## src/rtl/core/prrq_pkg.sv

```systemverilog
// Package for the packet receive ring queue.
// Holds the channel word types, status and opcode codes, and default sizes.
// No dependencies.
`default_nettype none

package prrq_pkg;

    localparam int QUEUE_SLOTS_DEF = 16;
    localparam int SLOT_BYTES_DEF  = 2048;

    // Width of the packet_length field on the result channel.
    localparam int PKT_LEN_W = 12;

    localparam logic OP_PUSH = 1'b0;
    localparam logic OP_POP  = 1'b1;

    localparam logic [2:0] ST_OK        = 3'd0;
    localparam logic [2:0] ST_DROPPED   = 3'd1;
    localparam logic [2:0] ST_EMPTY     = 3'd2;
    localparam logic [2:0] ST_DISABLED  = 3'd3;
    localparam logic [2:0] ST_TRUNCATED = 3'd4;

    typedef struct packed {
        logic       opcode;
        logic [7:0] data_byte;
        logic       last_byte;
        logic       carries_byte;
    } in_item_t;

    typedef struct packed {
        logic [2:0]           status;
        logic [7:0]           out_byte;
        logic [PKT_LEN_W-1:0] packet_length;
        logic                 last;
    } out_item_t;

    // Result fields known at processing time; the byte comes from the store.
    typedef struct packed {
        logic [2:0]           status;
        logic [PKT_LEN_W-1:0] packet_length;
        logic                 last;
        logic                 from_store;
    } res_meta_t;

endpackage

`default_nettype wire

```

## src/rtl/core/prrq_engine.sv

```systemverilog
// Ring pointer state and per-word decision logic of the packet receive ring queue.
// Uses prrq_pkg; drives the length table and the byte store ports.
`default_nettype none

module prrq_engine #(
    parameter int QUEUE_SLOTS = 16,
    parameter int SLOT_BYTES  = 2048,
    localparam int SLOT_W     = $clog2(QUEUE_SLOTS),
    localparam int LEN_W      = $clog2(SLOT_BYTES + 1),
    localparam int ADDR_W     = $clog2(QUEUE_SLOTS * SLOT_BYTES)
) (
    input  wire logic                 clk,
    input  wire logic                 rst_n,
    input  wire logic                 fire,
    input  wire prrq_pkg::in_item_t   item,
    input  wire logic                 enabled,
    input  wire logic [LEN_W-1:0]     head_len,
    output prrq_pkg::res_meta_t       meta,
    output logic                      lt_we,
    output logic [SLOT_W-1:0]         lt_waddr,
    output logic [LEN_W-1:0]          lt_wdata,
    output logic [SLOT_W-1:0]         lt_raddr,
    output logic                      st_we,
    output logic [ADDR_W-1:0]         st_waddr,
    output logic [7:0]                st_wdata,
    output logic                      st_re,
    output logic [ADDR_W-1:0]         st_raddr
);
    import prrq_pkg::*;

    localparam int OFF_W = $clog2(SLOT_BYTES);

    logic [SLOT_W-1:0] write_slot_reg, write_slot_next;
    logic [SLOT_W-1:0] read_slot_reg, read_slot_next;
    logic [LEN_W-1:0]  write_offset_reg, write_offset_next;
    logic [OFF_W-1:0]  read_offset_reg, read_offset_next;
    logic              dropping_packet_reg, dropping_packet_next;
    logic              mid_packet_reg, mid_packet_next;

    function automatic logic [SLOT_W-1:0] slot_inc(input logic [SLOT_W-1:0] s);
        return (s == SLOT_W'(QUEUE_SLOTS - 1)) ? '0 : s + SLOT_W'(1);
    endfunction

    function automatic logic [ADDR_W-1:0] byte_addr(input logic [SLOT_W-1:0] s,
                                                    input logic [LEN_W-1:0]  off);
        return ADDR_W'(s) * ADDR_W'(SLOT_BYTES) + ADDR_W'(off);
    endfunction

    always_comb
    begin
        logic             drop;
        logic [LEN_W-1:0] woff;
        logic             fits;
        logic [LEN_W-1:0] woff_new;
        logic [LEN_W-1:0] roff_new;
        logic             done;

        drop     = 1'b0;
        woff     = '0;
        fits     = 1'b0;
        woff_new = '0;
        roff_new = '0;
        done     = 1'b0;

        write_slot_next      = write_slot_reg;
        read_slot_next       = read_slot_reg;
        write_offset_next    = write_offset_reg;
        read_offset_next     = read_offset_reg;
        dropping_packet_next = dropping_packet_reg;
        mid_packet_next      = mid_packet_reg;

        meta     = '0;
        lt_we    = 1'b0;
        lt_waddr = write_slot_reg;
        lt_wdata = '0;
        st_we    = 1'b0;
        st_waddr = '0;
        st_wdata = item.data_byte;
        st_re    = 1'b0;
        st_raddr = '0;

        if (fire)
        begin
            if (!enabled)
            begin
                meta.status = ST_DISABLED;
            end
            else if (item.opcode == OP_PUSH)
            begin
                // The free-slot check happens only on the first word of a packet.
                if (!mid_packet_reg)
                begin
                    drop = (slot_inc(write_slot_reg) == read_slot_reg);
                    woff = '0;
                end
                else
                begin
                    drop = dropping_packet_reg;
                    woff = write_offset_reg;
                end

                if (drop)
                begin
                    mid_packet_next      = !item.last_byte;
                    dropping_packet_next = !item.last_byte;
                    meta.status          = ST_DROPPED;
                    meta.last            = item.last_byte;
                end
                else
                begin
                    dropping_packet_next = 1'b0;
                    fits     = (woff < LEN_W'(SLOT_BYTES));
                    woff_new = woff;
                    if (item.carries_byte)
                    begin
                        if (fits)
                        begin
                            st_we    = 1'b1;
                            st_waddr = byte_addr(write_slot_reg, woff);
                            woff_new = woff + LEN_W'(1);
                        end
                        else
                        begin
                            meta.status = ST_TRUNCATED;
                        end
                    end

                    if (item.last_byte)
                    begin
                        lt_we              = 1'b1;
                        lt_wdata           = woff_new;
                        write_slot_next    = slot_inc(write_slot_reg);
                        mid_packet_next    = 1'b0;
                        write_offset_next  = '0;
                        meta.packet_length = PKT_LEN_W'(woff_new);
                        meta.last          = 1'b1;
                    end
                    else
                    begin
                        mid_packet_next   = 1'b1;
                        write_offset_next = woff_new;
                    end
                end
            end
            else
            begin
                if (read_slot_reg == write_slot_reg)
                begin
                    meta.status = ST_EMPTY;
                end
                else
                begin
                    meta.status        = ST_OK;
                    meta.packet_length = PKT_LEN_W'(head_len);
                    if (head_len == '0)
                    begin
                        done = 1'b1;
                    end
                    else
                    begin
                        st_re           = 1'b1;
                        st_raddr        = byte_addr(read_slot_reg, LEN_W'(read_offset_reg));
                        meta.from_store = 1'b1;
                        roff_new        = LEN_W'(read_offset_reg) + LEN_W'(1);
                        done            = (roff_new == head_len);
                        read_offset_next = OFF_W'(roff_new);
                    end
                    meta.last = done;
                    if (done)
                    begin
                        read_offset_next = '0;
                        read_slot_next   = slot_inc(read_slot_reg);
                    end
                end
            end
        end

        // The length table is read at the slot that will be the head next cycle.
        lt_raddr = read_slot_next;
    end

    always_ff @(posedge clk or negedge rst_n)
    begin
        if (!rst_n)
        begin
            write_slot_reg      <= '0;
            read_slot_reg       <= '0;
            write_offset_reg    <= '0;
            read_offset_reg     <= '0;
            dropping_packet_reg <= 1'b0;
            mid_packet_reg      <= 1'b0;
        end
        else
        begin
            write_slot_reg      <= write_slot_next;
            read_slot_reg       <= read_slot_next;
            write_offset_reg    <= write_offset_next;
            read_offset_reg     <= read_offset_next;
            dropping_packet_reg <= dropping_packet_next;
            mid_packet_reg      <= mid_packet_next;
        end
    end

endmodule

`default_nettype wire

```

## config.mk

```make
export PLATFORM = sky130hd
export DESIGN_NAME = prrq_engine
export DESIGN_NICKNAME = d
export VERILOG_FILES = /design/src/rtl/core/prrq_pkg.sv /design/src/rtl/core/prrq_engine.sv
export SDC_FILE = /design/constraint.sdc
export NUM_CORES = 1
export LEC_CHECK = 0
export BUFFER_PORTS_ARGS = -buffer_cell sky130_fd_sc_hd__buf_2
export CORE_MARGIN = 2
export CORE_UTILIZATION = 55
export DETAILED_ROUTE_END_ITERATION = 7
export PLACE_DENSITY = 0.87
export SETUP_SLACK_MARGIN = 0.3
export SYNTH_ARGS = -nofsm -noshare
export SYNTH_HDL_FRONTEND = slang
export SYNTH_SLANG_ARGS = --single-unit
```

## constraint.sdc

```tcl
create_clock -name clk -period 11.35 [get_ports clk]
set_input_delay 2.8375 -clock clk [delete_from_list [all_inputs] [get_ports clk]]
set_output_delay 2.8375 -clock clk [all_outputs]
set_load 0.02 [all_outputs]
```

== Word level (Yosys, flattened, before mapping) ==
Index checks and enable logic that the tools add are counted.

* Bits of input ports: 27
* Output and inout bits: 78
* Logic and storage cells: 101
* Bits in registers: 33

* Bitwise logic cells: 3
* Add/subtract/negate cells: 6
* Muxes and demuxes: 73
* Order comparisons: 1
* Reduce and logical (&&, ||, !) cells: 6
* Equality and inequality tests: 6

{| class="wikitable"
|+ Operators with widths
! operator !! number
|-
| 2-to-1 mux 15 bit || 11
|-
| 2-to-1 mux 12 bit || 13
|-
| 2-to-1 mux 1 bit || 30
|-
| 2-to-1 mux 14 bit || 2
|-
| 2-to-1 mux 4 bit || 7
|-
| 2-to-1 mux 11 bit || 2
|-
| 2-to-1 mux 17 bit || 1
|-
| 2-to-1 mux 16 bit || 1
|-
| adder 15 x 11 -> 15 bit || 1
|-
| adder 15 x 12 -> 15 bit || 1
|-
| 2-to-1 mux 13 bit || 1
|-
| adder 11 x 1 -> 12 bit (second input constant) || 1
|-
| adder 12 x 1 -> 12 bit (second input constant) || 1
|-
| == test 12 bit || 1
|-
| logical NOT 12 bit || 1
|-
| < comparator 12 bit (second input constant) || 1
|-
| 2-to-1 mux 3 bit || 4
|-
| AND reduction 5 bit || 2
|-
| adder 4 x 1 -> 4 bit (second input constant) || 2
|-
| == test 4 bit || 2
|-
| == test 4 bit (second input constant) || 2
|-
| AND reduction 4 bit || 1
|-
| inverter 1 bit || 3
|-
| AND reduction 3 bit || 1
|-
| 3 further kinds || 3
|}

== Logic depth before layout (Yosys ltp) ==
* Depth in word-level cells: 12
* Gate-level depth with buffers: 10
* Depth with buffers taken out: 9

== Worst setup path after synthesis ==
Ideal clock, no wire load.

* Kind: input-to-output
* Start point: input port head_len[8]
* End point: output port lt_raddr[2]
* Arrival: 4.969 ns
* Slack: 3.544 ns
* Data required time: 8.512 ns
* Path buffers: 1
* Stages on the path: 8
* Cell sequence: xnor2_1 or3_1 a2111oi_0 o211ai_1 a222oi_1 buf_4 nand3_1 xnor2_1

* Longest elaborated chain between the ends: 11
* Elaborated cells between the ends (all ways): 12
* Classes of those cells: eq/ne (1); mux (10); reduce/logical (1)

{| class="wikitable"
|+ Ends and longest elaborated chain
! what !! line !! RTL
|-
| start, declared || prrq_engine.sv:17 || <nowiki>input wire logic [LEN_W-1:0] head_len,</nowiki>
|-
| == test 12 bit / logical NOT 12 bit (equally long branches) || prrq_engine.sv:165, prrq_engine.sv:155 ||
|-
| 2-to-1 mux 1 bit * || prrq_engine.sv:155 || <nowiki>if (head_len == '0)</nowiki>
|-
| 2-to-1 mux 1 bit * || prrq_engine.sv:147 || <nowiki>if (read_slot_reg == write_slot_reg)</nowiki>
|-
| 2-to-1 mux 1 bit * || prrq_engine.sv:88 || <nowiki>else if (item.opcode == OP_PUSH)</nowiki>
|-
| 2-to-1 mux 1 bit * || prrq_engine.sv:84 || <nowiki>if (!enabled)</nowiki>
|-
| 2-to-1 mux 1 bit * || prrq_engine.sv:82 || <nowiki>if (fire)</nowiki>
|-
| 2-to-1 mux 4 bit * || prrq_engine.sv:169 || <nowiki>if (done)</nowiki>
|-
| 2-to-1 mux 4 bit * || prrq_engine.sv:147 ||
|-
| 2-to-1 mux 4 bit * || prrq_engine.sv:88 ||
|-
| 2-to-1 mux 4 bit * || prrq_engine.sv:84 ||
|-
| 2-to-1 mux 4 bit * || prrq_engine.sv:82 ||
|-
| end, declared || prrq_engine.sv:22 || <nowiki>output logic [SLOT_W-1:0] lt_raddr,</nowiki>
|}

Every way passes the cells marked *; elsewhere a longest branch is shown, timed or not. The select of a mux whose other input is x is not followed.

== Final worst setup path ==
* Start point: input port head_len[5]
* End point: output port lt_raddr[0]

Same word-level chain as after synthesis.

==> flow_summary.ini <==
[clock_network]
ctsHoldBuffers = 0
htree_levels = 2
postCtsSetupRepairBufs = 0
cts_sinks = 33
cts_buffers = 5
path_clk_slew_ns = 0.07
insertion_delay_ns = 0.29
cts_buffer_depth = 2
cts_resized = 0
ctsRootBufferMaster = clkbuf_8
cts_tree = yes

[global_route]
grt_pass1_wl_mm = 13.25
grt_pass1_vias = 2828
grt_max_degree = 37
grt.total_usage_pct = 27.52
antenna_found_initial = 0
overflow = 0

[synthesis]
syn_nets = 407
yosys_warnings = 0
synth_cells = 374
synth_fa_ha_area_share_pct = 2.575
ys_seq_area_share_pct = 28.33
synth.distinct_cells = 57
synth-xor-area-share_pct = 8.412
syn_area_per_cell_um2 = 7.795
synth-seq-cells = 33
async_flop_share_pct = 100.0
synth_top_family_by_area = simple AND/OR/NAND/NOR gates
muxShareOfSynthArea_pct = 2.575
synth-edff-count = 0
yosys.area_share.simple_pct = 30.26
ys.flop_type = dfrtp_1
synth_compound_area_share_pct = 21.07
syn_area_um2 = 2915

[timing]
final_hold_viol_count = 0
finalSetupViolCount = 0
fin_crit_sh_pct = 73.98
drv_slew = 0
worst_pin_slew_ns = 0.8660
skew_ns = 0.007374
rsz0062_at_grt = false
finalCriticalPeriod_ns = 8.397
tns_ns = 0
max_freq_ghz = 0.1191
relSlewSlack_pct = 42.01

[detailed_routing]
drc = 0
vias_per_cell = 6.193
drt_iter0_drc = 400
dr.pass1.iters = 5
dr_total_vias = 3177
wl_per_cell_um = 16.43
routed_wl_mm = 8.429
antenna_left = 0

[floorplanning]
die_w_um = 76.81
rows = 26
initial_utilization_pct = 57.08
die_area_um2 = 5899
io_pins = 105
coreArea_um2 = 5107
die_y_um = 76.81

[outcome]
status = finished, final reports clean

[cells_and_area]
regArea_um2 = 825.8
nFillCells = 460
diodes = 0
fin_util_pct = 66.59
final_nets = 476
drive_above_1_share_pct = 24.83
syn2layout_area_growth_pct = 16.65
largest_reg_flops = 12
multi_input_area_um2 = 1897

[worst_setup_path]
crit_type = in -> out
cp_slowest_cell = a222oi_1
cp.required_ns = 8.51
crit_arrival_ns = 5.56
setup.worst_path.start_class = input port
crit_path_end_kind = output port
critPathMaxFanout = 14
cp_common_cell = buf_2
crit_chain = buf_2 -> nor4_1 -> nand3_1 -> a222oi_1 -> buf_4 -> nand2_1 -> mux2_2 -> buf_2
slowest_delay_ns = 0.72

[power_and_ir_drop]
power_density_nw_per_um2 = 111.8
irDropWorstVdd_mv = 0.1064
p_leak_nw = 1.750

[placed_design]
hpwlAfterDp_mm = 6.146
routabilityCongestion = 0.9214
portBuffers = 88

[min_path]
hold_class = reg -> reg

[run]
maxCapViolCount = 0
[per-stage QoR]
stage                     setup slack, ns  power [mW]  hold WS, ns  instances  cell area, um2
after floorplan                     3.544      0.2554       0.4473        374            2915
after global placement              3.219      0.2808       0.4649        506            3311
after detailed placement            3.121      0.2860       0.4908        506            3311
after CTS                           3.103      0.3800       0.5065        513            3401
after global routing                2.862      0.4012       0.5156        513            3401
final                               2.953      0.3801       0.5002        513            3401
[cell usage after synthesis, types with 5 or more instances]
library cell | count | area share (%)
and3_1 | 19 | 4.1
nor3_1 | 18 | 3.1
o21ai_1 | 5 | 0.86
inv_1 | 10 | 1.3
o31ai_1 | 6 | 1.5
a22o_1 | 7 | 2.1
xor2_1 | 14 | 4.2
a21oi_1 | 8 | 1.4
nand3_1 | 14 | 2.4
nor2_1 | 33 | 4.2
or3_1 | 7 | 1.5
and2_1 | 8 | 1.7
nor4_1 | 8 | 1.7
clkbuf_1 | 11 | 1.4
dfrtp_1 | 33 | 28
ha_1 | 6 | 2.6
nand2_1 | 37 | 4.8
xnor2_1 | 14 | 4.2
a21o_1 | 15 | 3.9
buf_4 | 12 | 3.1
o21ai_0 | 26 | 4.5
[path summary, 6_finish.rpt]
kind / slack (ns) / cells past startpoint / end / startpoint
max: 2.95 / 8 / lt_raddr[0] / head_len[5]
min: 0.50 / 2 / dropping_packet_reg / dropping_packet_reg
max reg2reg: 7.94 / 9 / read_offset_reg[0] / read_offset_reg[0]
min reg2reg: 0.50 / 2 / dropping_packet_reg / dropping_packet_reg
max in group asynchronous: 8.23 / 1 / read_offset_reg[4] / rst_n
min in group asynchronous: 2.62 / 1 / lt_waddr[0] / rst_n
[final cells by class]
cell class                      instances  share of cell area, %
Sequential cell                        33                  24.28
Inverter                               10                  1.104
Tap cell                               70                  2.575
Timing Repair Buffer                   91                  13.61
Multi-Input combinational cell        302                  55.78
Clock buffer                            6                  2.428
Clock inverter                          1                 0.2208
[power by group]
group	total, mW	switching, mW	internal (mW)
clock network	0.0935	0.0455	0.0480
registers	0.161	0.0289	0.132
logic	0.126	0.0749	0.0512
total	0.380	0.149	0.231
[kinds of logic after synthesis]
kind of cell | Yosys count
compound gates | 92
fa+ha+maj | 6
flops | 33
simple gates | 169
xor+xnor | 28
buf+inv | 39
mux | 7
[placed cells by master, fill, tap and decap left out, types with 3 or more instances in the layout]
master,instances
buf_2,88
nand2_1,37
nor2_1,33
dfrtp_1,33
o21ai_0,26
and3_1,19
nor3_1,18
a21o_1,15
nand3_1,14
xnor2_1,14
xor2_1,14
inv_1,10
and2_1,8
nor4_1,8
a21oi_1,8
or3_1,7
a22o_1,7
o31ai_1,6
ha_1,6
clkbuf_8,6
o21ai_1,5
o211ai_1,4
nor2b_1,4
mux2_2,4
or2_2,4
nand4_1,3
mux2i_1,3
a31oi_1,3
nand2b_1,3
buf_4,3
[metal layers]
metal | wire, um | GRT usage, %
met5 | 0 | 0
met4 | 232 | 10.18
met3 | 904 | 6.118
met2 | 3869 | 44.30
met1 | 3423 | 36.19
[worst max-delay path: cells and delay by family]
kind,cells,cell delay (ns)
buffers and inverters,3,0.58
AND/OR/NAND/NOR,3,1.10
AO/OA/AOI/OAI,1,0.72
multiplexers,1,0.31
(Power assumes the default switching activity.)
