`config.mk`:
```
export PLATFORM = sky130hd
export DESIGN_NAME = prrq_len_table
export DESIGN_NICKNAME = d
export VERILOG_FILES = /design/src/rtl/core/prrq_len_table.sv
export SDC_FILE = /design/constraint.sdc
export NUM_CORES = 1
export LEC_CHECK = 0
export BUFFER_PORTS_ARGS = -buffer_cell sky130_fd_sc_hd__buf_2
export CORE_MARGIN = 4
export CORE_UTILIZATION = 55
export DETAILED_ROUTE_END_ITERATION = 10
export PLACE_DENSITY = 0.74
export SLEW_MARGIN = 20
export SYNTH_ARGS = -nofsm -noshare
export SYNTH_HDL_FRONTEND = slang
export SYNTH_SLANG_ARGS = --single-unit
```
`constraint.sdc`:
```
create_clock -name clk -period 2.7 [get_ports clk]
set_input_delay 0.54 -clock clk [delete_from_list [all_inputs] [get_ports clk]]
set_output_delay 0.54 -clock clk [all_outputs]
set_load 0.01 [all_outputs]
```
`src/rtl/core/prrq_len_table.sv`:
```
// Per-slot length table of the packet receive ring queue.
// Registered read with write forwarding, so the read word always matches the table.
// No dependencies.
`default_nettype none

module prrq_len_table #(
    parameter int DEPTH = 16,
    parameter int WIDTH = 12
) (
    input  wire logic                     clk,
    input  wire logic                     we,
    input  wire logic [$clog2(DEPTH)-1:0] waddr,
    input  wire logic [WIDTH-1:0]         wdata,
    input  wire logic [$clog2(DEPTH)-1:0] raddr,
    output logic      [WIDTH-1:0]         rdata
);

    logic [WIDTH-1:0] mem [DEPTH];

    always_ff @(posedge clk)
    begin
        if (we)
        begin
            mem[waddr] <= wdata;
        end
    end

    // A length committed in the same cycle as it is addressed is forwarded.
    always_ff @(posedge clk)
    begin
        if (we && (waddr == raddr))
        begin
            rdata <= wdata;
        end
        else
        begin
            rdata <= mem[raddr];
        end
    end

endmodule

`default_nettype wire

```
### Word level (Yosys, flattened, before mapping)

Memory sizes are Yosys's and may differ from the RTL's. A register that Yosys moved wholly into a read port is not among the register bits.
Cells that the tools add are included.

| storage, ports and cells | value |
|---|---|
| register bits | 0 |
| logic and storage cells | 3 |
| bits in writable memories | 192 |
| bits in latches | 0 |
| input bits | 22 |
| memory bits (read-only) | 0 |
| output and inout bits | 12 |
| memories kept | 1 |

| operators by class | value |
|---|---|
| shifts and indexed selects | 0 |
| $lt $le $gt $ge | 0 |
| reduce and logical (&&, ||, !) cells | 0 |
| divide/modulo/power cells | 0 |
| bitwise gates (word level) | 0 |
| add/sub/neg operators | 0 |
| multipliers | 0 |
| equal/unequal tests | 0 |
| mux-type cells | 2 |

Memories:

| name | words | bits a word | rd ports | clocked after memory_dff | wr ports | line | RTL |
|---|---|---|---|---|---|---|---|
| mem | 16 | 12 | 1 | 1 | 1 | 18 | `logic [WIDTH-1:0] mem [DEPTH];` |

Operators by type and width:

| kind | count |
|---|---|
| $mux 1 | 2 |

### Longest topological paths before layout

Gate-level depths: netlist of run 1.

| depth | value |
|---|---|
| word-level depth | 2 |
| gate-level depth with buffers | 5 |
| gate-level depth less buffers | 3 |

### Least setup slack after synthesis of run 1

No wires, ideal clock.

| path | value |
|---|---|
| path kind | in2reg |
| from | in waddr[2] |
| to | mem mem[0][0], enable pin |
| setup time | 396 ps |
| setup slack | 460 ps |
| data required time | 2304 ps |
| stages | 2 |
| path buffers | 0 |
| arrival | 1843 ps |
| path through | or3b_1 > nor3_1 |

RTL lines:

| element | line | RTL |
|---|---|---|
| start: declaration | 12 | `input wire logic [$clog2(DEPTH)-1:0] waddr,` |
| end: declaration | 18 |  |

Straight into the memory's write port.

==> results.md, run 1 <==
- Rows: 42
- Register with the highest flop count: mem
- Final WL: 15,530 µm
- Switching Fraction: approximately 19%
- CTS H-tree lvls: 4
- Hold Path Depth: 1
- Setup-failing EPs final: 0
- Cts bufs inserted: 17
- Largest registers: mem: 192 flops
- Die height: about 120 µm
- Hold buffers post-CTS: 0
- Comb pwr share: 5.4%
- Syn Std Cell Area: 7440 µm²
- Area of the core: approximately 13,000 µm²
- GRT Resource Usage Total: 20.94%
- Met2 GRT Util: 32.95%
- TritonCTS clock tree: done
- Number of top-level pins: 34
- Max Slew Vio Count: 0
- Max Buffers Root-to-Sink: 2
- Final GP Congestion: 0.7218
- FMAX: 377.3 MHz
- Hold Crit Class: input pin to flop
- Min-Delay Startpoint: raddr[1]
- Status: complete, no violations
- Normalized max-slew margin: between 50% and 60%
- Int Power: roughly 5000 µW
- Final Hold Fails: 0
- Non-filler cells, final: between 500 and 600
- Initial antenna violation count: 0
- Crit path DAT: approximately 2.1 ns
- Largest net degree at the start of global routing: 24
- DR pass1 iterations: 5
- Die area: 15,450 µm²
- Remaining Overflow, GRT: 0
- CTS Root Cell: clkbuf_16
- Final core area utilization: between 60% and 70%
- Share of cells above drive strength 1: 33.66%
- Clock-pin slew on the worst setup and hold paths: 0.07 ns
- Starting Density: between 50 and 60%
- FILL cells: slightly below 900
- Yosys reg bits: a little under 200
- Crit Path Max Fanout: 6
- Clock sinks: between 150 and 200
- Area grow syn2layout: 16.94%
- DP HPWL: 8711 µm
- Largest register FFs: 192
- Setup Total Neg Slack: 0 ns
- Register area: approximately 5900 µm²
- Seq/Total Area, Yosys: 78.57%
- Antenna viol nets, final: 0
- Die W: 124.3 µm
- Avg Inst Size Synth: 23.18 µm²
- Avg Vias per Cell: a little over 6
- Clock power share: 40.4%
- Least-Margin Pin Slew: about 0.7 ns
- Post-Synthesis Cells: approximately 320
- Power density cells: 726.4 nW/µm²
- ANT cells: 0
- Most Used Layer, Global Route: met2
- Multi-input combinational cell area: 1535 µm²
- Mapped Nets: 343
- RSZ-0062 raised after global routing: true
- Ys Warns: 0
- Met3 Use GR: 4.588%
- DRC viols: 0
- Dpl cells: 542
- Fin nets: ~420
- Leakage power: 0.002904 µW
- Max-cap check violation count: 0
- Switch Pwr: 1229 µW
- Post-route minimum period: 2.650 ns
- Fin crit share: 98.15%
- Commonest non-fill, non-tap cells in the layout: 192 x edfxtp_1, 33 x mux4_2, 33 x buf_2
- Met1 global-route usage: roughly 29%
- Vias in the first global route: 3,687
- # port buffers: 33
- Seq pwr share: 54.2%
- Req. time, crit path: approximately 2.2 ns
- 1st-iter DRT viols: slightly above 400
- CP Launch Type: flop
- CP Capture Type: primary output
- Via count: approximately 3,500
- Crit Path Category: flop to primary output
- Netlist cell types: 18
- Most common cell after layout, fill and taps aside: edfxtp_1
- Peak supply drop: 0.0004447 V
- Drt wl/cell: about 27 µm
- First-pass GRT wire length: 23,140 µm
per-stage QoR:
stage	cell area, µm²	hold slack, ns	setup WS [ns]	total power (µW)
after floorplan	7440	0.5677	0.4604	3665
after global placement	7969	0.6461	0.4452	3796
final	8700	0.2138	0.04984	6319
after CTS	8632	0.2019	0.009958	6333
after global routing	8700	0.1996	-0.03541	6527
after detailed placement	7969	0.6460	0.3946	3811
cells in the mapped netlist:
master	number	area share, %
edfxtp_1	192	77
mux4_2	33	10
a22oi_1	24	2.4
mux4_1	15	5.3
nand2_1	13	0.66
nor2_1	13	0.66
clkbuf_1	6	0.30
buf_2	5	0.34
dfxtp_1	4	1.1
nor3_1	4	0.27
buf_12	2	0.54
nand2b_1	2	0.17
nand3b_1	2	0.20
nor2b_1	2	0.17
and2_1	1	0.084
buf_6	1	0.15
nand3_1	1	0.067
or3b_1	1	0.12
timing repair:
item                       4_1_cts  5_1_grt
cloned                           1        0
resized for setup                5        7
buffers inserted                 2        6
pin swaps                        0        1
hold endpoints to repair         0        0
setup endpoints to repair        9        7
power groups by stage:
| stage | registers, µW | logic, µW | clock network [µW] |
|---|---|---|---|
| after floorplan | 3480 | 187 | 0 |
| final | 3430 | 343 | 2550 |
| after global routing | 3430 | 368 | 2730 |
| after CTS | 3420 | 335 | 2570 |
| after global placement | 3480 | 312 | 0 |
| after detailed placement | 3490 | 321 | 0 |
worst max-delay path by stage:
stage | to | slack, ns | cells past startpoint
6_report | rdata[11] | 0.05 | 5
5_1_grt | rdata[7] | -0.04 | 5
4_1_cts | rdata[6] | 0.01 | 5
3_5_place_dp | rdata[2] | 0.39 | 5
3_3_place_gp | rdata[2] | 0.45 | 5
2_1_floorplan | mem[0][0] | 0.46 | 2
area by class of cell:
| class | count | share of cell area (%) |
|---|---|---|
| clock buffers | 20 | 5.019 |
| clock inverters | 12 | 1.855 |
| multi-input cells | 111 | 17.65 |
| flip-flops and latches | 196 | 67.28 |
| well taps | 176 | 2.531 |
| repair buffers | 68 | 5.667 |
per-layer routing:
layer / wire length, µm / up-vias / share of wire [%]
li1: - / 1525 / -
met1: 6605 / 1856 / 43
met2: 7726 / 139 / 50
met3: 939 / 23 / 6.0
met4: 261 / 0 / 1.7
met5: 0 / - / 0
logic make-up (layout without fill, tap and decap cells):
logic type | after synthesis | count (layout) | synth area share (%)
flip-flops | 196 | 196 | 78.57
AND/OR/NAND/NOR | 39 | 39 | 2.388
AO/OA/AOI/OAI | 24 | 24 | 2.422
multiplexers | 48 | 48 | 15.29
buffers and inverters | 14 | 100 | 1.329
critical path, stage by stage, from the launching register on:
cell and delay (ns):
dfxtp_4 0.46, buf_4 0.15, mux4_1 0.60, a22oi_2 0.25, nand2_1 0.08, buf_2 0.14
(Power assumes the default switching activity.)
==> run 2: changes to the inputs <==
ABC_AREA = 1   (was default)
CTS_BUF_LIST = sky130_fd_sc_hd__clkbuf_4 sky130_fd_sc_hd__clkbuf_8 sky130_fd_sc_hd__clkbuf_16   (was default)
PLACE_DENSITY = 0.73   (was 0.74)
==> run 2 against run 1 <==
Combinational power rose by 24%. Clock power rose by 2%. Synthesized area rose by 13%. Wire length rose by 27%. Sequential share of layout area fell by 5.3 points. Critical path depth rose by 2. Highest routed layer unchanged.
==> results.md, run 2 <==
- Hold Crit Class: input pin to flop
- RSZ-0062 raised after global routing: false
- Switching Fraction: 21.01%
- Die area: between 15,000 and 20,000 µm²
- DRC viols: 0
- Setup Total Neg Slack: 0 ns
- Final Hold Fails: 0
- Avg Inst Size Synth: 10.44 µm²
- Max Slew Vio Count: 0
- Switch Pwr: approximately 1400 µW
- Drt wl/cell: 18.88 µm
- DR pass1 iterations: 5
- Largest registers: mem: 192 flops
- Normalized max-slew margin: about half
- Remaining Overflow, GRT: 0
- Syn Std Cell Area: 8402 µm²
- Fraction of registers with async set/reset: 0%
- Crit Path Category: flop to primary output
- Most frequent cell after synthesis: nand2_1
- Initial antenna violation count: 0
- Crit Path Max Fanout: 38
- Crit-path cells: inv_1 -> buf_4 -> nand3_1 -> nand3_1 -> nand3_1 -> nand2_1 -> buf_2
- Post-DP Area: 8833 µm²
- TritonCTS clock tree: done
- Max-cap check violation count: 0
- Avg Vias per Cell: 5.508
- Power density cells: 681.3 nW/µm²
- Fin area: 9437 µm²
- # port buffers: 33
- Clock-pin slew on the worst setup and hold paths: 0.06 ns
- Synth area leaders: edfxtp_1 69%, nand2_1 11%, nand3_1 8.6%
- DP HPWL: 11,590 µm
- CTS Root Cell: clkbuf_16
- Post-Synthesis Cells: 805
- Netlist cell types: 13
- Seq pwr share: 53.2%
- CP Launch Type: flop
- Max Buffers Root-to-Sink: 2
- Slowest-stage cell, CP: buf_4
- First-pass GRT wire length: 30,540 µm
- Clock power share: 40.2%
- Final WL: 19,750 µm
- Via count: between 5,000 and 6,000
- Comb pwr share: between 6 and 7%
- Number of top-level pins: 34
- Status: complete, no violations
- Vias in the first global route: 5,527
- Top cell type's share of synthesized area: 68.62%
- Most common cell after layout, fill and taps aside: nand2_1
- Crit path DAT: slightly above 2 ns
- Seq/Total Area, Yosys: a little over two thirds
- Hold buffers post-CTS: 0
- EDFF count, synth: 192
- CP Capture Type: primary output
- CTS resizes: 0
- Ys Warns: 0
- Cell mode on critical path: nand3_1
- Leakage power: 0.004120 µW
- Die height: 131.6 µm
- Top FF cell, synth: edfxtp_1
- Commonest non-fill, non-tap cells in the layout: 257 x nand2_1, 192 x edfxtp_1, 149 x inv_1
- Mapped Nets: 827
- Register with the highest flop count: mem
- ANT cells: 0
- Synth area leader: edfxtp_1
- Least-Margin Pin Slew: 0.7618 ns
- Post-route minimum period: roughly 2.6 ns
- Crit path buf inv count: 3
- FMAX: 391.3 MHz
- CTS H-tree lvls: 4
- Int Power: 5078 µW
- Req. time, crit path: 2.16 ns
- Starting Density: 56.95%
- Largest net degree at the start of global routing: 61
- Rows: 44
- Yosys reg bits: 196
- List of most frequent post-synthesis cells: 257 x nand2_1, 192 x edfxtp_1, 149 x inv_1
- CP max stage delay: about 0.44 ns
- Clock sinks: 196
- Cts bufs inserted: 17
- Largest register FFs: 192
- Buffer count from post-CTS setup fixing: 0
- Die W: 131.6 µm
- Area of the core: 14,750 µm²
- Area grow syn2layout: 12.32%
- Antenna viol nets, final: 0
- Peak supply drop: 0.0004708 V
- Fin nets: 872
- Crit path max-delay family: buffers and inverters
- Fin crit share: 94.64%
- Setup-failing EPs final: 0
- 1st-iter DRT viols: roughly 810
- Final GP Congestion: 0.8754
- Share of cells above drive strength 1: 11.02%
- GRT Resource Usage Total: 23.32%
[run 2: cell type report]
| class | instances | area [µm²] |
|---|---|---|
| Clock buffer | 19 | 440.4 |
| Clock inverter | 12 | 162.7 |
| Fill cell | 1073 | 5318 |
| Inverter | 150 | 563.0 |
| Multi-Input combinational cell | 421 | 1769 |
| Sequential cell | 196 | 5848 |
| Tap cell | 184 | 230.2 |
| Timing Repair Buffer | 64 | 422.9 |
[run 2: worst paths after layout]
path	from	to	slack, ns	cells past startpoint
setup / recovery	flop	rdata[3]	0.14	7
hold / removal	raddr[0]	flop	0.21	1
[run 2: per-stage QoR]
step | hold slack (ns) | setup slack [ns] | std cells | power, µW | utilization, %
final | 0.2100 | 0.1446 | 1046 | 6429 | 63.96
after global routing | 0.1995 | 0.04450 | 1046 | 6611 | 63.96
after CTS | 0.1961 | 0.1665 | 1046 | 6452 | 63.96
after detailed placement | 0.6491 | 0.6227 | 1015 | 3904 | 59.87
after global placement | 0.6440 | 0.6848 | 1015 | 3890 | 59.87
after floorplan | 0.5677 | 1.034 | 805 | 3733 | -
[run 2: kinds of logic after synthesis]
group	synth area share, %
simple gates	21.06
buf+inv	9.367
flops	69.58
[run 2: layer usage]
| layer | global-route usage (%) | routed length (µm) |
|---|---|---|
| met1 | 31.61 | 8094 |
| met2 | 37.02 | 9476 |
| met3 | 5.161 | 1655 |
| met4 | 9.393 | 524 |
| met5 | 0 | 0 |
[run 2: power groups by stage]
stage | Clock, µW | Sequential (µW) | Combinational, µW
2_1_floorplan | 0 | 3480 | 253
6_report | 2590 | 3420 | 426
3_3_place_gp | 0 | 3480 | 409
3_5_place_dp | 0 | 3480 | 420
4_1_cts | 2610 | 3420 | 424
5_1_grt | 2720 | 3420 | 470
==> run 3: changes to the inputs <==
CORE_UTILIZATION = 40   (was 55)
PLACE_DENSITY = 0.57   (was 0.73)
REMOVE_ABC_BUFFERS = 1   (was default)
==> run 3 against run 2 <==
Clock power grew 2%. Hold slack is essentially flat. Clock-buffer cell count shrank 2. Critical path type unchanged. Flip-flop and latch count is the same. Highest routed layer unchanged. Critical endpoint is now rdata[11]. Combinational power is essentially flat. Maximum frequency grew 2.8%. First-iteration DRC count shrank 36%. Via count shrank 6.7%. Final cell count grew 8.7%. Non-clock buffer count grew 3. Largest cell class unchanged.
==> results.md, run 3 (synthesis gave the netlist of run 2 again) <==
- Power density cells: approximately 670 nW/µm²
- CTS H-tree lvls: 4
- Cell mode on critical path: nand2_1
- Rows: 52
- Hold Crit Class: input pin to flop
- Most common cell after layout, fill and taps aside: nand2_1
- Non-filler cells, final: 1,137
- Avg Vias per Cell: approximately 4.7
- Crit-path cells: buf_12 -> nand2_1 -> nand2_1 -> nand2_1 -> nand3_1 -> nand3_1 -> nand2_1 -> buf_2
- Hold buffers post-CTS: 0
- 1st-iter DRT viols: 518
- Fin nets: slightly below 900
- DR pass1 iterations: 5
- DRC viols: 0
- Max Slew Vio Count: 0
- Crit path max-delay family: simple AND/OR/NAND/NOR gates
- Final Hold Fails: 0
- WL met2: 9518 µm
- CTS resizes: 0
- Largest net degree at the start of global routing: 97
- TritonCTS clock tree: done
- Least-Margin Pin Slew: 0.6869 ns
- Normalized max-slew margin: 54.16%
- Crit Path Max Fanout: 96
- # port buffers: 33
- RSZ-0062 raised after global routing: false
- CP Launch Type: flop
- Req. time, crit path: 2.16 ns
- Cts bufs inserted: 17
- Area of the core: between 20,000 and 25,000 µm²
- Final WL: 20,010 µm
- Clock-pin slew on the worst setup and hold paths: about 0.070 ns
- Die height: 152.9 µm
- Starting Density: 41.13%
- WL met1: 9033 µm
- Crit path buf inv count: 2
- Register with the highest flop count: mem
- Remaining Overflow, GRT: 0
- Design Power: roughly 6500 µW
- DP HPWL: 11,680 µm
- Die area: approximately 23,000 µm²
- Slowest-stage cell, CP: dfxtp_4
- Crit path DAT: roughly 2 ns
- Max Buffers Root-to-Sink: 2
- Clock sinks: 196
- First-pass GRT wire length: just over 30,000 µm
- Area grow syn2layout: 14.91%
- Setup-failing EPs final: 0
- Dpl cells: 1,104
- Buffer count from post-CTS setup fixing: 0
- CTS Root Cell: clkbuf_16
- Status: complete, no violations
- Final GP Congestion: 0.7838
- Die W: between 150 and 200 µm
- Largest register FFs: 192
- Critical path depth: 8
- Via count: 5,377
- Number of top-level pins: 34
- Share of cells above drive strength 1: approximately an eighth
- Antenna viol nets, final: 0
- Fin crit share: 92.06%
- CP Capture Type: primary output
- Met3 wire len: between 1000 and 1500 µm
- GRT Resource Usage Total: 17.32%
- FMAX: 402.3 MHz
- Setup Total Neg Slack: 0 ns
- Commonest non-fill, non-tap cells in the layout: 257 x nand2_1, 192 x edfxtp_1, 148 x inv_1
- Highest routed layer: met4
- End point of the critical path: rdata[11]
- Crit Path Category: flop to primary output
- Vias in the first global route: 5,119
- CP max stage delay: 0.36 ns
- Leakage power: 0.004161 µW
- Largest registers: mem: 192 flops
- Peak supply drop: 0.0004180 V
- Post-route minimum period: between 2 and 2.5 ns
- Initial antenna violation count: 0
- Fin area: ~9700 µm²
- Max-cap check violation count: 0
- Post-DP Area: 9029 µm²
- FILL cells: 1,876
- Drt wl/cell: 17.60 µm
==> run 3: worst min-delay path by stage <==
stage	from	end	slack [ns]	cells past startpoint
global placement	raddr[1]	flop	0.64	1
detailed placement	raddr[2]	flop	0.64	1
CTS	raddr[2]	flop	0.19	1
finish	raddr[2]	flop	0.21	1
floorplan	raddr[0]	flop	0.57	0
global route	raddr[2]	flop	0.19	1
==> run 3: layout make-up <==
cell class	count	area [µm²]	share of cell area, %
clock buffers	17	425.4	4.406
diodes	1	2.502	0.02592
flip-flops and latches	196	5851	60.60
clock inverters	15	197.7	2.048
well taps	270	337.8	3.499
repair buffers	67	508.0	5.262
inverters	150	563.0	5.832
multi-input cells	421	1769	18.33
==> run 3: per-layer routing <==
metal / global-route usage [%] / up-vias
met5: 0 / -
met4: 5.643 / 0
met3: 3.110 / 21
met2: 28.07 / 137
met1: 23.85 / 2532
li1: - / 2687
==> run 3: report_power, final <==
group / internal [µW] / switching (µW)
Clock: 1490 / 1160
Combinational: 132 / 297
Sequential: 3400 / 14.2
Total: 5020 / 1470
==> run 3: per-stage QoR <==
| step | hold slack (ns) | worst slack [ns] | utilization (%) |
|---|---|---|---|
| final | 0.2101 | 0.2145 | 47.26 |
| after global routing | 0.1878 | 0.03757 | 47.24 |
| after detailed placement | 0.6438 | 0.6465 | 44.19 |
| after global placement | 0.6442 | 0.6677 | 44.19 |
| after CTS | 0.1912 | 0.1782 | 47.24 |
| after floorplan | 0.5677 | -1.299 | - |
